==> src/sv/stun_binding_response_parser_core_macros.svh <==
// assertion macros for the stun binding response parser
// expects clk and rst_n in the scope of each use
`ifndef STUN_BINDING_RESPONSE_PARSER_CORE_MACROS_SVH
`define STUN_BINDING_RESPONSE_PARSER_CORE_MACROS_SVH

// antecedent implies consequent in the same cycle
`define STUNBR_ASSERT_SAME(label, ante, cons, msg) \
  label: assert property (@(posedge clk) disable iff (!rst_n) (ante) |-> (cons)) \
    else $error(msg);

// antecedent implies consequent in the next cycle
`define STUNBR_ASSERT_NEXT(label, ante, cons, msg) \
  label: assert property (@(posedge clk) disable iff (!rst_n) (ante) |=> (cons)) \
    else $error(msg);

`endif

==> src/sv/stunbr_pkg.sv <==
// shared types and constants of the stun binding response parser
// no dependencies
`timescale 1ns / 1ps

package stunbr_pkg;

  localparam logic [31:0] MAGIC_COOKIE      = 32'h2112_a442;
  localparam logic [15:0] MSG_BIND_SUCCESS  = 16'h0101;
  localparam logic [15:0] ATTR_MAPPED       = 16'h0001;
  localparam logic [15:0] ATTR_XOR_MAPPED   = 16'h0020;
  localparam logic [15:0] ATTR_XOR_MAPPED_B = 16'h8020;
  localparam logic [7:0]  TYPE_TOP_MASK     = 8'hc0;
  localparam logic [15:0] XOR_PORT_KEY      = 16'h2112;
  localparam logic [7:0]  FAM_IPV4          = 8'h01;
  localparam logic [7:0]  FAM_IPV6          = 8'h02;
  localparam logic [16:0] HDR_LEN           = 17'd20;
  localparam logic [16:0] COUNT_MAX         = 17'h1ffff;
  localparam logic [16:0] PADDED_MAX        = 17'd65528;
  localparam int          OUT_DATA_W        = 240;
  localparam int          OUT_USER_W        = 2;

  // one byte handed to the parse logic
  typedef struct packed {
    logic       valid;
    logic       last;
    logic [7:0] data;
  } byte_step_t;

  typedef struct packed {
    logic        in_body;
    logic        hdr_ok;
    logic [31:0] txid_hi;
    logic [63:0] txid_lo;
  } hdr_info_t;

  typedef struct packed {
    logic         found;
    logic         is_v6;
    logic [15:0]  port;
    logic [127:0] addr;
  } addr_sel_t;

  typedef struct packed {
    addr_sel_t xor_sel;
    addr_sel_t fb_sel;
  } walk_info_t;

endpackage

==> src/sv/stun_binding_response_parser_core.sv <==
// stun binding response parser, top level with input register and flow control
// depends on stunbr_pkg, stunbr_hdr, stunbr_walk, stunbr_out and the macro header
`timescale 1ns / 1ps
// usage:
// in_* carries one udp payload byte per item, in_tlast on the final byte of
// the datagram. out_* gives one result item per datagram, carrying the mapped
// address (xor form preferred, plain form as fallback) and the transaction id,
// or status 1 with all other fields zero.
// an input byte is registered on acceptance and parsed from the input register, so
// out_tvalid rises once the final byte has moved from the input register into
// the result register, where the result waits to be taken.
// throughput is one byte per cycle, set by the single parse stage between the
// input register and the result register.
// while a result waits on out_tready, non-final bytes keep flowing; only a
// final byte waits in the input register until the result register is free.
// reset clears the input register, the result valid and all per-datagram
// counters and flags; the parser is then at the start of a datagram.
`include "stun_binding_response_parser_core_macros.svh"

module stun_binding_response_parser_core
  import stunbr_pkg::*;
(
  input  logic                  clk,
  input  logic                  rst_n,
  input  logic                  in_tvalid,
  output logic                  in_tready,
  input  logic [7:0]            in_tdata,   // data_byte
  input  logic                  in_tlast,   // last_byte
  output logic                  out_tvalid,
  input  logic                  out_tready,
  // port, addr_high, addr_low, txid_high, txid_low
  output logic [OUT_DATA_W-1:0] out_tdata,
  output logic [OUT_USER_W-1:0] out_tuser   // status, is_ipv6
);

  logic       s0_valid_r;
  logic       s0_last_r;
  logic [7:0] s0_data_r;
  logic       out_free;
  logic       s0_go;
  byte_step_t step;
  hdr_info_t  hdr_info;
  walk_info_t walk_info;

  assign out_free  = !out_tvalid || out_tready;
  assign s0_go     = s0_valid_r && (!s0_last_r || out_free);
  assign in_tready = !s0_valid_r || s0_go;

  assign step.valid = s0_go;
  assign step.last  = s0_last_r;
  assign step.data  = s0_data_r;

  always_ff @(posedge clk) begin
    if (!rst_n) begin
      s0_valid_r <= 1'b0;
    end else if (in_tready) begin
      s0_valid_r <= in_tvalid;
    end
  end

  always_ff @(posedge clk) begin
    if (in_tready && in_tvalid) begin
      s0_data_r <= in_tdata;
      s0_last_r <= in_tlast;
    end
  end

  stunbr_hdr u_hdr (
    .clk  (clk),
    .rst_n(rst_n),
    .step (step),
    .info (hdr_info)
  );

  stunbr_walk u_walk (
    .clk  (clk),
    .rst_n(rst_n),
    .step (step),
    .hdr  (hdr_info),
    .info (walk_info)
  );

  stunbr_out u_out (
    .clk      (clk),
    .rst_n    (rst_n),
    .load     (s0_go && s0_last_r),
    .hdr      (hdr_info),
    .walk     (walk_info),
    .out_ready(out_tready),
    .out_valid(out_tvalid),
    .out_data (out_tdata),
    .out_user (out_tuser)
  );

  `STUNBR_ASSERT_SAME(a_fail_zero, out_tvalid && out_tuser[0], out_tdata == '0 && !out_tuser[1], "failed result carries nonzero fields")
  `STUNBR_ASSERT_SAME(a_v4_upper_only, out_tvalid && !out_tuser[0] && !out_tuser[1], out_tdata[143:80] == '0 && out_tdata[47:16] == '0, "ipv4 result has stray address bytes")
  `STUNBR_ASSERT_NEXT(a_last_loads, s0_go && s0_last_r, out_tvalid, "final byte did not produce a result")
  `STUNBR_ASSERT_NEXT(a_no_phantom, !(s0_go && s0_last_r) && out_tvalid && out_tready, !out_tvalid, "result appeared without a final byte")

endmodule

==> src/sv/stunbr_hdr.sv <==
// stun header check, byte counter and transaction id capture
// depends on stunbr_pkg
`timescale 1ns / 1ps

module stunbr_hdr
  import stunbr_pkg::*;
(
  input  logic       clk,
  input  logic       rst_n,
  input  byte_step_t step,
  output hdr_info_t  info
);

  logic [16:0] byte_count_r, byte_count_nxt;
  logic        header_error_r, header_error_nxt;
  logic [15:0] header_word_r, header_word_nxt;
  logic [15:0] decl_len_r, decl_len_nxt;
  logic [31:0] txid_hi_r, txid_hi_nxt;
  logic [63:0] txid_lo_r, txid_lo_nxt;
  logic [7:0]  cookie_b;
  logic [16:0] total_len;

  always_comb begin
    byte_count_nxt   = (byte_count_r != COUNT_MAX) ? byte_count_r + 17'd1 : byte_count_r;
    header_error_nxt = header_error_r;
    header_word_nxt  = header_word_r;
    decl_len_nxt     = decl_len_r;
    txid_hi_nxt      = txid_hi_r;
    txid_lo_nxt      = txid_lo_r;
    cookie_b         = MAGIC_COOKIE[{~byte_count_r[1:0], 3'b000} +: 8];
    if (byte_count_r < HDR_LEN) begin
      if (byte_count_r == 17'd0) begin
        header_word_nxt = {step.data, 8'h00};
        if ((step.data & TYPE_TOP_MASK) != 8'h00) header_error_nxt = 1'b1;
      end else if (byte_count_r == 17'd1) begin
        header_word_nxt = {header_word_r[15:8], step.data};
      end else if (byte_count_r == 17'd2) begin
        decl_len_nxt = {step.data, 8'h00};
      end else if (byte_count_r == 17'd3) begin
        decl_len_nxt = {decl_len_r[15:8], step.data};
      end else if (byte_count_r < 17'd8) begin
        if (step.data != cookie_b) header_error_nxt = 1'b1;
      end else if (byte_count_r < 17'd12) begin
        txid_hi_nxt = {txid_hi_r[23:0], step.data};
      end else begin
        txid_lo_nxt = {txid_lo_r[55:0], step.data};
      end
    end
    total_len = HDR_LEN + {1'b0, decl_len_nxt};
  end

  assign info.in_body = (byte_count_r >= HDR_LEN);
  assign info.hdr_ok  = (byte_count_nxt >= HDR_LEN) && !header_error_nxt &&
                        (header_word_nxt == MSG_BIND_SUCCESS) &&
                        (decl_len_nxt[1:0] == 2'b00) && (byte_count_nxt == total_len);
  assign info.txid_hi = txid_hi_nxt;
  assign info.txid_lo = txid_lo_nxt;

  always_ff @(posedge clk) begin
    if (!rst_n) begin
      byte_count_r   <= '0;
      header_error_r <= 1'b0;
    end else if (step.valid) begin
      byte_count_r   <= step.last ? 17'd0 : byte_count_nxt;
      header_error_r <= step.last ? 1'b0 : header_error_nxt;
    end
  end

  always_ff @(posedge clk) begin
    if (step.valid) begin
      header_word_r <= header_word_nxt;
      decl_len_r    <= decl_len_nxt;
      txid_hi_r     <= txid_hi_nxt;
      txid_lo_r     <= txid_lo_nxt;
    end
  end

endmodule

==> src/sv/stunbr_walk.sv <==
// attribute walk and mapped address capture
// depends on stunbr_pkg
`timescale 1ns / 1ps

module stunbr_walk
  import stunbr_pkg::*;
(
  input  logic       clk,
  input  logic       rst_n,
  input  byte_step_t step,
  input  hdr_info_t  hdr,
  output walk_info_t info
);

  logic [15:0]  pos_r, pos_nxt;
  logic         walk_err_r, walk_err_nxt;
  logic         xor_found_r, xor_found_nxt;
  logic         fb_found_r, fb_found_nxt;
  logic [15:0]  kind_r, kind_nxt;
  logic [15:0]  vlen_r, vlen_nxt;
  logic [7:0]   fam_r, fam_nxt;
  logic [15:0]  cport_r, cport_nxt;
  logic [127:0] caddr_r, caddr_nxt;
  addr_sel_t    best_r, best_nxt;
  addr_sel_t    fb_r, fb_nxt;
  addr_sel_t    dec;
  logic         active;
  logic         finish;
  logic         is_xor;
  logic [16:0]  padded;
  logic [15:0]  k;
  logic         err_end;

  function automatic addr_sel_t decode_addr(input logic xored, input logic [15:0] len,
                                            input logic [7:0] fam, input logic [15:0] port,
                                            input logic [127:0] addr,
                                            input logic [95:0] txid);
    addr_sel_t    d;
    logic         v4;
    logic         v6;
    logic [127:0] key;
    logic [127:0] mask;
    v4      = (fam == FAM_IPV4);
    v6      = (fam == FAM_IPV6);
    d.found = (v4 && len >= 16'd8) || (v6 && len >= 16'd20);
    d.is_v6 = v6;
    d.port  = xored ? (port ^ XOR_PORT_KEY) : port;
    key     = xored ? {MAGIC_COOKIE, txid} : '0;
    mask    = v6 ? '1 : {32'hffff_ffff, 96'h0};
    d.addr  = (addr ^ key) & mask;
    return d;
  endfunction

  always_comb begin
    pos_nxt       = pos_r;
    walk_err_nxt  = walk_err_r;
    xor_found_nxt = xor_found_r;
    fb_found_nxt  = fb_found_r;
    kind_nxt      = kind_r;
    vlen_nxt      = vlen_r;
    fam_nxt       = fam_r;
    cport_nxt     = cport_r;
    caddr_nxt     = caddr_r;
    best_nxt      = best_r;
    fb_nxt        = fb_r;
    finish        = 1'b0;
    padded        = ({1'b0, vlen_r} + 17'd3) & ~17'd3;
    k             = pos_r - 16'd4;
    active        = hdr.in_body && !xor_found_r && !walk_err_r;
    if (active) begin
      if (pos_r < 16'd4) begin
        case (pos_r[1:0])
          2'd0:    kind_nxt = {step.data, 8'h00};
          2'd1:    kind_nxt = {kind_r[15:8], step.data};
          2'd2:    vlen_nxt = {step.data, 8'h00};
          default: vlen_nxt = {vlen_r[15:8], step.data};
        endcase
        if (pos_r[1:0] != 2'd3) begin
          pos_nxt = pos_r + 16'd1;
        end else begin
          padded = ({1'b0, vlen_nxt} + 17'd3) & ~17'd3;
          if (padded > PADDED_MAX) begin
            walk_err_nxt = 1'b1;
          end else if (padded == 17'd0) begin
            finish  = 1'b1;
            pos_nxt = '0;
          end else begin
            pos_nxt = 16'd4;
          end
        end
      end else begin
        if (k < vlen_r) begin
          if (k == 16'd1) fam_nxt = step.data;
          if (k == 16'd2) cport_nxt = {step.data, 8'h00};
          if (k == 16'd3) cport_nxt = {cport_r[15:8], step.data};
          for (int i = 0; i < 16; i++) begin
            if (k == 16'(i + 4)) caddr_nxt[127 - 8 * i -: 8] = step.data;
          end
        end
        if ({1'b0, pos_r} == padded + 17'd3) begin
          finish  = 1'b1;
          pos_nxt = '0;
        end else begin
          pos_nxt = pos_r + 16'd1;
        end
      end
    end
    is_xor = (kind_nxt == ATTR_XOR_MAPPED) || (kind_nxt == ATTR_XOR_MAPPED_B);
    dec    = decode_addr(is_xor, vlen_nxt, fam_nxt, cport_nxt, caddr_nxt,
                         {hdr.txid_hi, hdr.txid_lo});
    if (finish && dec.found) begin
      if (is_xor) begin
        best_nxt      = dec;
        xor_found_nxt = 1'b1;
      end else if (kind_nxt == ATTR_MAPPED && !fb_found_r) begin
        fb_nxt       = dec;
        fb_found_nxt = 1'b1;
      end
    end
    err_end = walk_err_nxt || (!xor_found_nxt && pos_nxt != 16'd0);
  end

  always_comb begin
    info.xor_sel       = best_nxt;
    info.xor_sel.found = xor_found_nxt;
    info.fb_sel        = fb_nxt;
    info.fb_sel.found  = fb_found_nxt && !err_end;
  end

  always_ff @(posedge clk) begin
    if (!rst_n) begin
      pos_r       <= '0;
      walk_err_r  <= 1'b0;
      xor_found_r <= 1'b0;
      fb_found_r  <= 1'b0;
    end else if (step.valid) begin
      pos_r       <= step.last ? 16'd0 : pos_nxt;
      walk_err_r  <= step.last ? 1'b0 : walk_err_nxt;
      xor_found_r <= step.last ? 1'b0 : xor_found_nxt;
      fb_found_r  <= step.last ? 1'b0 : fb_found_nxt;
    end
  end

  always_ff @(posedge clk) begin
    if (step.valid) begin
      kind_r  <= kind_nxt;
      vlen_r  <= vlen_nxt;
      fam_r   <= fam_nxt;
      cport_r <= cport_nxt;
      caddr_r <= caddr_nxt;
      best_r  <= best_nxt;
      fb_r    <= fb_nxt;
    end
  end

endmodule

==> src/sv/stunbr_out.sv <==
// result selection and output register
// depends on stunbr_pkg
`timescale 1ns / 1ps

module stunbr_out
  import stunbr_pkg::*;
(
  input  logic                  clk,
  input  logic                  rst_n,
  input  logic                  load,
  input  hdr_info_t             hdr,
  input  walk_info_t            walk,
  input  logic                  out_ready,
  output logic                  out_valid,
  output logic [OUT_DATA_W-1:0] out_data,
  output logic [OUT_USER_W-1:0] out_user
);

  logic                  valid_r;
  logic [OUT_DATA_W-1:0] data_r, data_nxt;
  logic [OUT_USER_W-1:0] user_r, user_nxt;
  addr_sel_t             sel;
  logic                  ok;

  always_comb begin
    ok  = 1'b1;
    sel = walk.xor_sel;
    if (hdr.hdr_ok && walk.xor_sel.found) begin
      sel = walk.xor_sel;
    end else if (hdr.hdr_ok && walk.fb_sel.found) begin
      sel = walk.fb_sel;
    end else begin
      ok = 1'b0;
    end
    if (ok) begin
      data_nxt = {hdr.txid_lo, hdr.txid_hi, sel.addr[63:0], sel.addr[127:64], sel.port};
      user_nxt = {sel.is_v6, 1'b0};
    end else begin
      data_nxt = '0;
      user_nxt = {1'b0, 1'b1};
    end
  end

  always_ff @(posedge clk) begin
    if (!rst_n) begin
      valid_r <= 1'b0;
    end else if (load) begin
      valid_r <= 1'b1;
    end else if (out_ready) begin
      valid_r <= 1'b0;
    end
  end

  always_ff @(posedge clk) begin
    if (load) begin
      data_r <= data_nxt;
      user_r <= user_nxt;
    end
  end

  assign out_valid = valid_r;
  assign out_data  = data_r;
  assign out_user  = user_r;

endmodule

==> config.mk <==
export PLATFORM = sky130hd
export DESIGN_NAME = stun_binding_response_parser_core
export DESIGN_NICKNAME = d
export VERILOG_FILES = /design/src/sv/stunbr_pkg.sv /design/src/sv/stun_binding_response_parser_core.sv /design/src/sv/stunbr_hdr.sv /design/src/sv/stunbr_walk.sv /design/src/sv/stunbr_out.sv
export VERILOG_INCLUDE_DIRS = /design/src /design/src/sv
export SDC_FILE = /design/constraint.sdc
export NUM_CORES = 1
export LEC_CHECK = 0
export BUFFER_PORTS_ARGS = -buffer_cell sky130_fd_sc_hd__buf_2
export CAP_MARGIN = 5
export CORE_MARGIN = 5
export CORE_UTILIZATION = 25
export DETAILED_ROUTE_END_ITERATION = 10
export GPL_ROUTABILITY_DRIVEN = 0
export PLACE_DENSITY_LB_ADDON = 0.1
export SKIP_CTS_REPAIR_TIMING = 1
export SYNTH_ARGS = -nofsm -noshare
export SYNTH_HDL_FRONTEND = slang
export SYNTH_SLANG_ARGS = --single-unit
==> constraint.sdc <==
create_clock -name clk -period 63.6 [get_ports clk]
set_input_delay 6.36 -clock clk [delete_from_list [all_inputs] [get_ports clk]]
set_output_delay 6.36 -clock clk [all_outputs]
set_load 0.005 [all_outputs]
After elaboration in Yosys (flattened, before gate mapping)
Index checks and enable logic that the tools add are counted.

word-level totals
  flip-flop bits (word level) = 892
  input port bits = 13
  output and inout port bits = 244

cells by class
  add/sub/neg operators = 7
  $lt $le $gt $ge = 10
  equal/unequal tests = 35
  shift-type cells = 1
  mux-type cells = 109
  bitwise operators = 4
  reduce and logical (&&, ||, !) cells = 40

operators with widths
  cell                                                                                  number
  145-bit 2-to-1 mux                                                                    7
  64-bit 2-to-1 mux                                                                     7
  128-bit 2-to-1 mux                                                                    3
  16-bit 2-to-1 mux                                                                     23
  32-bit 2-to-1 mux                                                                     7
  8-bit 2-to-1 mux                                                                      22
  128-bit AND                                                                           1
  16-bit by 4-bit equality test with 1-bit output, second input constant                8
  128-bit XOR                                                                           1
  126-bit 2-to-1 mux                                                                    1
  96-bit 2-to-1 mux                                                                     1
  16-bit by 3-bit equality test with 1-bit output, second input constant                4
  16-bit by 5-bit equality test with 1-bit output, second input constant                4
  16-bit one-hot mux with 2 select lines                                                2
  16-bit by 2-bit adder with 17-bit output, second input constant                       2
  17-bit by 2-bit equality test with 1-bit output, second input constant                2
  17-bit by 5-bit greater-or-equal comparator with 1-bit output, second input constant  2
  17-bit logical NOT                                                                    2
  17-bit by 4-bit < comparator with 1-bit output, second input constant                 2
  17-bit 2-to-1 mux                                                                     2
  16-bit by 1-bit equality test with 1-bit output, second input constant                2
  16-bit by 2-bit equality test with 1-bit output, second input constant                2
  1-bit 2-to-1 mux                                                                      32
  32-bit by 6-bit variable part select with 8-bit output, first input constant          1
  other kinds (36)                                                                      66

Logic depth before layout (Yosys ltp)
Gate-level depths: netlist of the first run.

  depth after elaboration = 23
  mapped depth = 22
  mapped depth without buffers = 18

Cells and area by module
A second synthesis of the first run with hierarchy kept.

unflattened totals
  cells, all modules = 3435
  area total of the unflattened synthesis = 44679.1 um2

by module, submodules not included
  module                             times used  cells each  area each (um2)  sequential area each (um2)
  stunbr_walk                        1           2183        26668.1          14614.0
  stunbr_out                         1           548         9703.1           7287.0
  stunbr_hdr                         1           686         7955.1           4204.0
  stun_binding_response_parser_core  1           18          352.8            290.3

Worst setup path before layout of the first run
OpenSTA, ideal clock, no wires.

  kind = input to register
  start = input out_tready
  end = register u_walk.pos_r[7]
  arrival time = 25.152 ns
  required time = 63.470 ns
  slack = 38.318 ns
  stages = 8
  path buffers = 1
  cells stage by stage = nor2b_1 > nand2_1 > nand2_1 > inv_1 > clkbuf_1 > o21ai_0 > a21oi_1 > nor2_1

on the way
  longest elaborated chain between the ends = 3

RTL lines
  element               line                                     RTL
  from (decl)           stun_binding_response_parser_core.sv:30  input logic out_tready,
  1-bit logical OR      stun_binding_response_parser_core.sv:45  assign out_free = !out_tvalid || out_tready;
  1-bit logical OR      stun_binding_response_parser_core.sv:46  assign s0_go = s0_valid_r && (!s0_last_r || out_free);
  1-bit logical AND     stun_binding_response_parser_core.sv:46
  via s0_go             stun_binding_response_parser_core.sv:40  logic s0_go;
  to (signal assigned)  stunbr_walk.sv:137                       pos_r <= step.last ? 16'd0 : pos_nxt;
  to (decl)             stunbr_walk.sv:15                        logic [15:0] pos_r, pos_nxt;

The timed path passes the listed nets, and every way through them passes these cells.
A chain may end at the register's enable or synchronous reset.

Final worst setup path of the first run
  start = input out_tready
  end = output in_tready

on the way
  longest elaborated chain between the ends = 4

RTL lines
  element            line                                     RTL
  1-bit logical OR   stun_binding_response_parser_core.sv:45
  1-bit logical OR   stun_binding_response_parser_core.sv:46
  1-bit logical AND  stun_binding_response_parser_core.sv:46
  1-bit logical OR   stun_binding_response_parser_core.sv:47  assign in_tready = !s0_valid_r || s0_go;
  to (decl)          stun_binding_response_parser_core.sv:26  output logic in_tready,

Every way passes these cells.

==> results.tsv, run 1 <==
stage	metric	value	unit
synth	Synth Net Count	3894	
power_and_ir_drop	cell leakage power	18.68	nW
power_and_ir_drop	internal power consumption	1.012	mW
sta	final hold violation count	0	
place	half-perimeter wire length of the detailed placement result	98.76	mm
setup_path	reg2reg start	u_walk.pos_r[2]$_SDFFE_PN0P_	
power_and_ir_drop	clock network fraction of design power	0.473	
power_and_ir_drop	worst supply voltage drop on vdd	21.03	µV
sta	relative slew slack	0.1745	
setup_path	data arrival time of the worst path	7.03	ns
floorplan	Die Y-Extent	436.6	µm
global_route	first-pass GRT wire length	225.6	mm
route	# DRC	0	
synth	Async SR Flop Fraction	0	
power_and_ir_drop	switching power summed over all nets	0.2998	mW
synth	flip-flop and latch count after synthesis	892	
synth	number of enable flip-flop cells after synthesis	853	
finish	post-synthesis to final-layout area growth	15.86	%
setup_path	Reg2Reg Depth	19	
global_route	GR Overflow Total	0	
route	number of iterations in the first detailed-routing pass	7	
clock_network	clock tree from TritonCTS	built	
setup_path	endpoint of the worst register-to-register path	u_out.out_data[58]$_SDFFCE_PN0P_	
route	routed length per instance	24.10	µm
setup_path	class of the most critical setup path	input port to primary output	
synth	predominant post-synthesis flop cell	sky130_fd_sc_hd__edfxtp_1	
sta	number of max-slew violations in the final report	0	
synth	Synth Cell Area	0.04549	mm²
synth	sequential cell area fraction in the yosys report	0.5802	
clock_network	depth of the CTS H-tree	3	
sta	final worst path period need	13.39	ns
floorplan	Rows	156	
floorplan	total core area	0.1809	mm²
floorplan	width of the die	436.6	µm
route	Via-to-Cell Ratio	4.739	
power_and_ir_drop	Sw Share	0.2285	
worst_hold_path	worst hold path type	register to register	
finish	proportion of layout cells with a drive suffix above 1	0.1443	
job	max-cap viol count	0	
setup_path	Setup crit start	out_tready	
clock_network	total CTS buffers	109	
synth	warning count from the yosys run	0	
clock_network	clock latency at the later pin of the worst-skew pair	0.76	ns
place	number of placed cells counting well taps	6275	
route	ANT nets after route	0	
floorplan	Die Area	0.1906	mm²
clock_network	Clock transition at path regs	0.06	ns
sta	maximum operating frequency	0.07469	GHz
setup_path	data required time at the worst endpoint	57.24	ns
synth	mean post-synth cell area	11.81	µm²
global_route	total global-route track usage	0.1576	
sta	setup clock skew after layout	0.06267	ns
sta	Setup Total Neg Slack	0	ns
finish	final std cells w/o fill	6477	
route	via count	30700	
route	Initial DRC Count	1992	
clock_network	clock root buffer	sky130_fd_sc_hd__clkbuf_16	
place	number of port buffers	256	
synth	Distinct cells, synth	94	
synth	cell count after synthesis	3853	
global_route	number of antenna violations at the first check in global routing	6	
sta	worst-margin pin slew	1.207	ns
global_route	number of global-route vias before repair	30750	
power_and_ir_drop	Power Dens Cells	24.90	mW/mm²
status	result of the run	completed	
setup_path	r2r setup slk	54.92	ns
finish	net count of the finished layout	4057	
floorplan	number of primary I/O pins	257	
floorplan	initial standard-cell utilization of the core	0.2514	
setup_path	Worst Setup EP	in_tready	
place	pre-CTS setup slack	50.20	ns
sta	post-route worst setup slack	50.21	ns
route	routed wire length	156.1	mm
sta	Final Setup Violations	0	
setup_path	maximum net fanout on the critical path	4	
setup_path	CP startpoint kind	input port	
power_and_ir_drop	relative contribution of combinational cells to total power	0.030	
power_and_ir_drop	sequential power share	0.497	
global_route	pin count of the biggest net entering global routing	163	
finish	Core Util, Final	0.2913	
clock_network	worst-case clock buffer depth	3	
clock_network	clk sinks	892	
setup_path	CP Capture Type	primary output	
sta	unrepaired setup endpoints after global routing	false	
sta	ratio of final minimum period to clock period	0.2105	
kinds of logic after synthesis:
family	after synthesis	synth area share
DFF	892	0.5802
xor gates and xnor gates	115	0.02244
and+or+nand+nor	914	0.1065
AOI/OAI and AO/OA	603	0.09954
muxes	516	0.1150
adders and majority gates	28	0.007701
buffers and inverters	785	0.06865
registers in the layout, indices dropped and copies added, names as in the netlist, 2 cells and up:
register / cells
s0_data_r: 8
u_hdr.byte_count_r: 17
u_hdr.decl_len_r: 16
u_hdr.header_word_r: 16
u_hdr.txid_hi_r: 32
u_hdr.txid_lo_r: 64
u_out.out_data: 240
u_out.out_user: 2
u_walk.best_r: 145
u_walk.caddr_r: 128
u_walk.cport_r: 16
u_walk.fam_r: 8
u_walk.fb_r: 145
u_walk.kind_r: 16
u_walk.pos_r: 16
u_walk.vlen_r: 16
cell usage in the layout (no fill, tap or decap), types with 96 or more instances in the layout:
cell type	n
sky130_fd_sc_hd__o21ai_0	104
sky130_fd_sc_hd__mux2i_1	463
sky130_fd_sc_hd__inv_1	503
sky130_fd_sc_hd__clkbuf_16	111
sky130_fd_sc_hd__xnor2_1	96
sky130_fd_sc_hd__nor3_1	269
sky130_fd_sc_hd__edfxtp_1	853
sky130_fd_sc_hd__nand2_1	176
sky130_fd_sc_hd__buf_2	256
sky130_fd_sc_hd__o32ai_1	128
sky130_fd_sc_hd__nor2_1	96
worst min-delay path by stage:
stage,from,end,cells past startpoint
2_1_floorplan,u_walk.fb_found_r$_SDFFE_PN0P_,u_walk.fb_found_r$_SDFFE_PN0P_,2
3_3_place_gp,u_walk.fb_found_r$_SDFFE_PN0P_,u_walk.fb_found_r$_SDFFE_PN0P_,2
3_5_place_dp,u_walk.fb_found_r$_SDFFE_PN0P_,u_walk.fb_found_r$_SDFFE_PN0P_,2
4_1_cts,u_walk.fb_found_r$_SDFFE_PN0P_,u_walk.fb_found_r$_SDFFE_PN0P_,2
5_1_grt,u_walk.xor_found_r$_SDFFE_PN0P_,u_walk.xor_found_r$_SDFFE_PN0P_,2
6_report,u_walk.fb_found_r$_SDFFE_PN0P_,u_walk.fb_found_r$_SDFFE_PN0P_,2
cell type report:
cell class | instances | area (µm²)
repair buffers | 332 | 1877
flip-flops and latches | 892 | 26400
fillers | 18590 | 128200
multi-input cells | 2176 | 16090
clock inverters | 64 | 591.8
diodes | 4 | 10.01
inverters | 505 | 1911
well taps | 2370 | 2965
clock buffers | 134 | 2864
synth_stat cells (18+ instances only):
| cell | count | area share |
|---|---|---|
| sky130_fd_sc_hd__a21oi_1 | 67 | 0.0074 |
| sky130_fd_sc_hd__a22oi_1 | 20 | 0.0033 |
| sky130_fd_sc_hd__buf_1 | 25 | 0.0021 |
| sky130_fd_sc_hd__a22o_1 | 21 | 0.0040 |
| sky130_fd_sc_hd__nand2_1 | 176 | 0.015 |
| sky130_fd_sc_hd__nor3_1 | 270 | 0.030 |
| sky130_fd_sc_hd__a21boi_0 | 68 | 0.011 |
| sky130_fd_sc_hd__and4_1 | 19 | 0.0037 |
| sky130_fd_sc_hd__and3_1 | 21 | 0.0029 |
| sky130_fd_sc_hd__xnor2_1 | 96 | 0.018 |
| sky130_fd_sc_hd__o32ai_1 | 128 | 0.025 |
| sky130_fd_sc_hd__nor4_1 | 19 | 0.0026 |
| sky130_fd_sc_hd__nand3_1 | 89 | 0.0098 |
| sky130_fd_sc_hd__mux2i_1 | 464 | 0.10 |
| sky130_fd_sc_hd__xor2_1 | 18 | 0.0035 |
| sky130_fd_sc_hd__inv_1 | 505 | 0.042 |
| sky130_fd_sc_hd__or3_1 | 24 | 0.0033 |
| sky130_fd_sc_hd__a211oi_1 | 41 | 0.0068 |
| sky130_fd_sc_hd__o21ai_0 | 104 | 0.011 |
| sky130_fd_sc_hd__clkbuf_1 | 180 | 0.015 |
| sky130_fd_sc_hd__nor2_1 | 96 | 0.0079 |
| sky130_fd_sc_hd__mux2_2 | 52 | 0.013 |
| sky130_fd_sc_hd__and2_1 | 75 | 0.010 |
| sky130_fd_sc_hd__buf_2 | 60 | 0.0066 |
| sky130_fd_sc_hd__nand4_1 | 40 | 0.0055 |
| sky130_fd_sc_hd__edfxtp_1 | 853 | 0.56 |
| sky130_fd_sc_hd__ha_1 | 28 | 0.0077 |
| sky130_fd_sc_hd__dfxtp_1 | 39 | 0.017 |
| sky130_fd_sc_hd__o211ai_1 | 18 | 0.0030 |
per-layer routing:
layer  vias to the layer above  global-route usage  routed length (µm)
li1                      14520                   -                   -
met3                       180             0.02139                5021
met2                       525              0.2638               74820
met1                     15480              0.2134               72400
met4                         0             0.04442                3827
met5                         -                   0                   0
worst max-delay path: stages:
cell,delay [ns]
sky130_fd_sc_hd__buf_2,0.10
sky130_fd_sc_hd__nor2b_1,0.26
sky130_fd_sc_hd__nand3_1,0.15
sky130_fd_sc_hd__buf_2,0.15
stage by stage:
step	hold WS (ns)	total power, mW	instance area [µm²]
3_5_place_dp	0.5002	0.7053	49240
3_3_place_gp	0.4975	0.7055	49240
5_1_grt	0.5492	1.361	52700
4_1_cts	0.5146	1.337	52700
6_report	0.5081	1.312	52710
2_1_floorplan	0.4646	0.6995	45490
power by group through the flow:
stage               Sequential, mW  Combinational (mW)  Clock (mW)
floorplan                    0.678              0.0217           0
global placement             0.665              0.0409           0
detailed placement           0.664              0.0408           0
CTS                          0.652              0.0409       0.644
global route                 0.652              0.0433       0.665
finish                       0.652              0.0396       0.620
No activity file was read; power rests on OpenSTA's default activity.
==> inputs of run 2 (changes only) <==
clock period = 11.9 ns   (was 63.6 ns; I/O delays follow)
==> run 2 against run 1 <==
Against the previous run:
- final cell count about the same
- die area unchanged
- sequential share of layout area down 0.17 points
- global-route usage up 0.47 points
- worst setup slack worse by 46 ns
- sequential cell count unchanged
- clock skew up 0.0020 ns
- non-clock buffer count down 3
- via count up 1.0%
- highest routed layer is now met5
- combinational power rose to 5.5 times the previous value
- hold slack better by 0.019 ns
- utilization up 0.10 points
==> results.tsv, run 2 (synthesized netlist as in run 1, its figures left out) <==
stage	metric	value	unit	change
status	result of the run	completed		
place	pre-CTS setup slack	3.688	ns	-46.51 ns
place	half-perimeter wire length of the detailed placement result	100.4	mm	+1.6%
floorplan	width of the die	436.6	µm	unchanged
route	# DRC	0		unchanged
floorplan	Die Y-Extent	436.6	µm	unchanged
clock_network	depth of the CTS H-tree	3		unchanged
finish	number of flip-flops under the largest register name	240		unchanged
floorplan	number of primary I/O pins	257		unchanged
route	routed length per instance	24.64	µm	+2.3%
sta	Final Setup Violations	0		unchanged
sta	post-route worst setup slack	3.714	ns	-46.50 ns
setup_path	maximum net fanout on the critical path	38		+34
sta	maximum operating frequency	0.1222	GHz	
finish	post-synthesis to final-layout area growth	16.26	%	
floorplan	Die Area	0.1906	mm²	unchanged
finish	filler cell count	18530		-0.35%
global_route	total global-route track usage	0.1623		+0.004701
setup_path	data required time at the worst endpoint	12.34	ns	-44.90 ns
clock_network	total CTS buffers	111		+1.8%
floorplan	total core area	0.1809	mm²	unchanged
global_route	number of global-route vias before repair	31360		+2.0%
setup_path	data arrival time of the worst path	8.62	ns	+1.59 ns
route	Initial DRC Count	2259		+13%
clock_network	clk sinks	892		unchanged
sta	worst-margin pin slew	1.191	ns	-0.01603 ns
sta	post-route worst hold slack	0.5268	ns	+0.01867 ns
route	routed wire length	159.8	mm	+2.4%
global_route	first-pass GRT wire length	230.9	mm	+2.3%
route	number of iterations in the first detailed-routing pass	6		-1
finish	final std cells w/o fill	6483		+0.093%
clock_network	clock latency at the later pin of the worst-skew pair	0.77	ns	about the same
sta	relative slew slack	0.1999		+0.02538
sta	setup clock skew after layout	0.06468	ns	+0.002013 ns
sta	unrepaired setup endpoints after global routing	false		
setup_path	CP startpoint kind	register		
clock_network	clock root buffer	sky130_fd_sc_hd__clkbuf_16		
place	number of port buffers	256		unchanged
clock_network	Clock transition at path regs	0.06	ns	about the same
global_route	pin count of the biggest net entering global routing	148		-9.2%
finish	most used cells in the layout excluding fill and tap cells	sky130_fd_sc_hd__edfxtp_1 (853), sky130_fd_sc_hd__inv_1 (503), sky130_fd_sc_hd__mux2i_1 (463), sky130_fd_sc_hd__nor3_1 (269), sky130_fd_sc_hd__buf_2 (256)		
floorplan	Rows	156		unchanged
route	ANT nets after route	0		unchanged
finish	most common library cell in the layout ignoring fill and taps	sky130_fd_sc_hd__edfxtp_1		
global_route	number of antenna violations at the first check in global routing	4		-2
power_and_ir_drop	worst supply voltage drop on vdd	111.2	µV	+430%
clock_network	clock tree from TritonCTS	built		
sta	number of max-slew violations in the final report	0		unchanged
route	via count	31020		+1.0%
job	max-cap viol count	0		unchanged
global_route	GR Overflow Total	0		unchanged
finish	net count of the finished layout	4056		-0.025%
finish	proportion of layout cells with a drive suffix above 1	0.1469		+0.002638
sta	ratio of final minimum period to clock period	0.6879		
setup_path	class of the most critical setup path	register to register		
sta	final worst path period need	8.186	ns	
place	number of placed cells counting well taps	6272		-0.048%
setup_path	CP Capture Type	register		
floorplan	initial standard-cell utilization of the core	0.2514		unchanged
power_and_ir_drop	Power Dens Cells	134.8	mW/mm²	+440%
power_and_ir_drop	cell leakage power	18.72	nW	+0.18%
sta	Setup Total Neg Slack	0	ns	unchanged
sta	final hold violation count	0		unchanged
route	Via-to-Cell Ratio	4.785		+0.95%
worst_hold_path	worst hold path type	register to register		
clock_network	worst-case clock buffer depth	3		unchanged
## run 2: stage by stage
step | total power, mW | util | cell area [µm²]
after floorplan | 3.703 | - | 45490
after global placement | 3.790 | 0.2722 | 49250
after detailed placement | 3.787 | 0.2722 | 49250
after CTS | 7.265 | 0.2923 | 52880
after global routing | 7.397 | 0.2923 | 52880
final | 7.127 | 0.2923 | 52890
## run 2: worst paths after layout
path	endpoint	slack, ns	cells past startpoint	startpoint
hold reg to reg	u_walk.fb_found_r$_SDFFE_PN0P_	0.53	2	u_walk.fb_found_r$_SDFFE_PN0P_
hold / removal	u_walk.fb_found_r$_SDFFE_PN0P_	0.53	2	u_walk.fb_found_r$_SDFFE_PN0P_
setup reg to reg	u_out.out_data[45]$_SDFFCE_PN0P_	3.71	18	u_walk.pos_r[2]$_SDFFE_PN0P_
setup / recovery	u_out.out_data[45]$_SDFFCE_PN0P_	3.71	18	u_walk.pos_r[2]$_SDFFE_PN0P_
## run 2: power by group
group          internal, mW  switching, mW  total, mW
combinational        0.0488          0.171      0.219
sequential             3.47         0.0277       3.49
clock                  1.96           1.45       3.41
## run 2: final cells by class
class | instances | area (µm²) | share of cell area
inverters | 505 | 1911 | 0.03612
diodes | 2 | 5.005 | 0.00009463
clock buffers | 134 | 2907 | 0.05495
well taps | 2370 | 2965 | 0.05607
flip-flops and latches | 892 | 26400 | 0.4991
repair buffers | 329 | 1892 | 0.03577
multi-input cells | 2176 | 16090 | 0.3043
clock inverters | 75 | 723.2 | 0.01367
## run 2: metal layers
layer,track usage,vias up,share of wire
li1,-,14540,-
met1,0.2180,15610,0.46
met2,0.2703,647,0.47
met3,0.02446,224,0.036
met4,0.04951,4,0.031
met5,0,-,0.00017
## run 2: critical path: stages (launching register included)
cell and delay [ns]:
sky130_fd_sc_hd__dfxtp_1 0.66, sky130_fd_sc_hd__inv_1 0.29, sky130_fd_sc_hd__ha_1 0.42, sky130_fd_sc_hd__xnor2_1 0.92
sky130_fd_sc_hd__inv_1 0.28, sky130_fd_sc_hd__ha_1 0.35, sky130_fd_sc_hd__and4_1 0.22, sky130_fd_sc_hd__nand2_1 0.06
sky130_fd_sc_hd__a21oi_1 0.04, sky130_fd_sc_hd__o31ai_2 0.31, sky130_fd_sc_hd__buf_4 0.24, sky130_fd_sc_hd__nand4_1 0.70
sky130_fd_sc_hd__mux2_2 0.49, sky130_fd_sc_hd__nand4_1 0.24, sky130_fd_sc_hd__o21ai_0 0.94, sky130_fd_sc_hd__nand4b_1 0.29
sky130_fd_sc_hd__buf_4 0.43, sky130_fd_sc_hd__buf_4 0.71, sky130_fd_sc_hd__o32ai_1 0.17
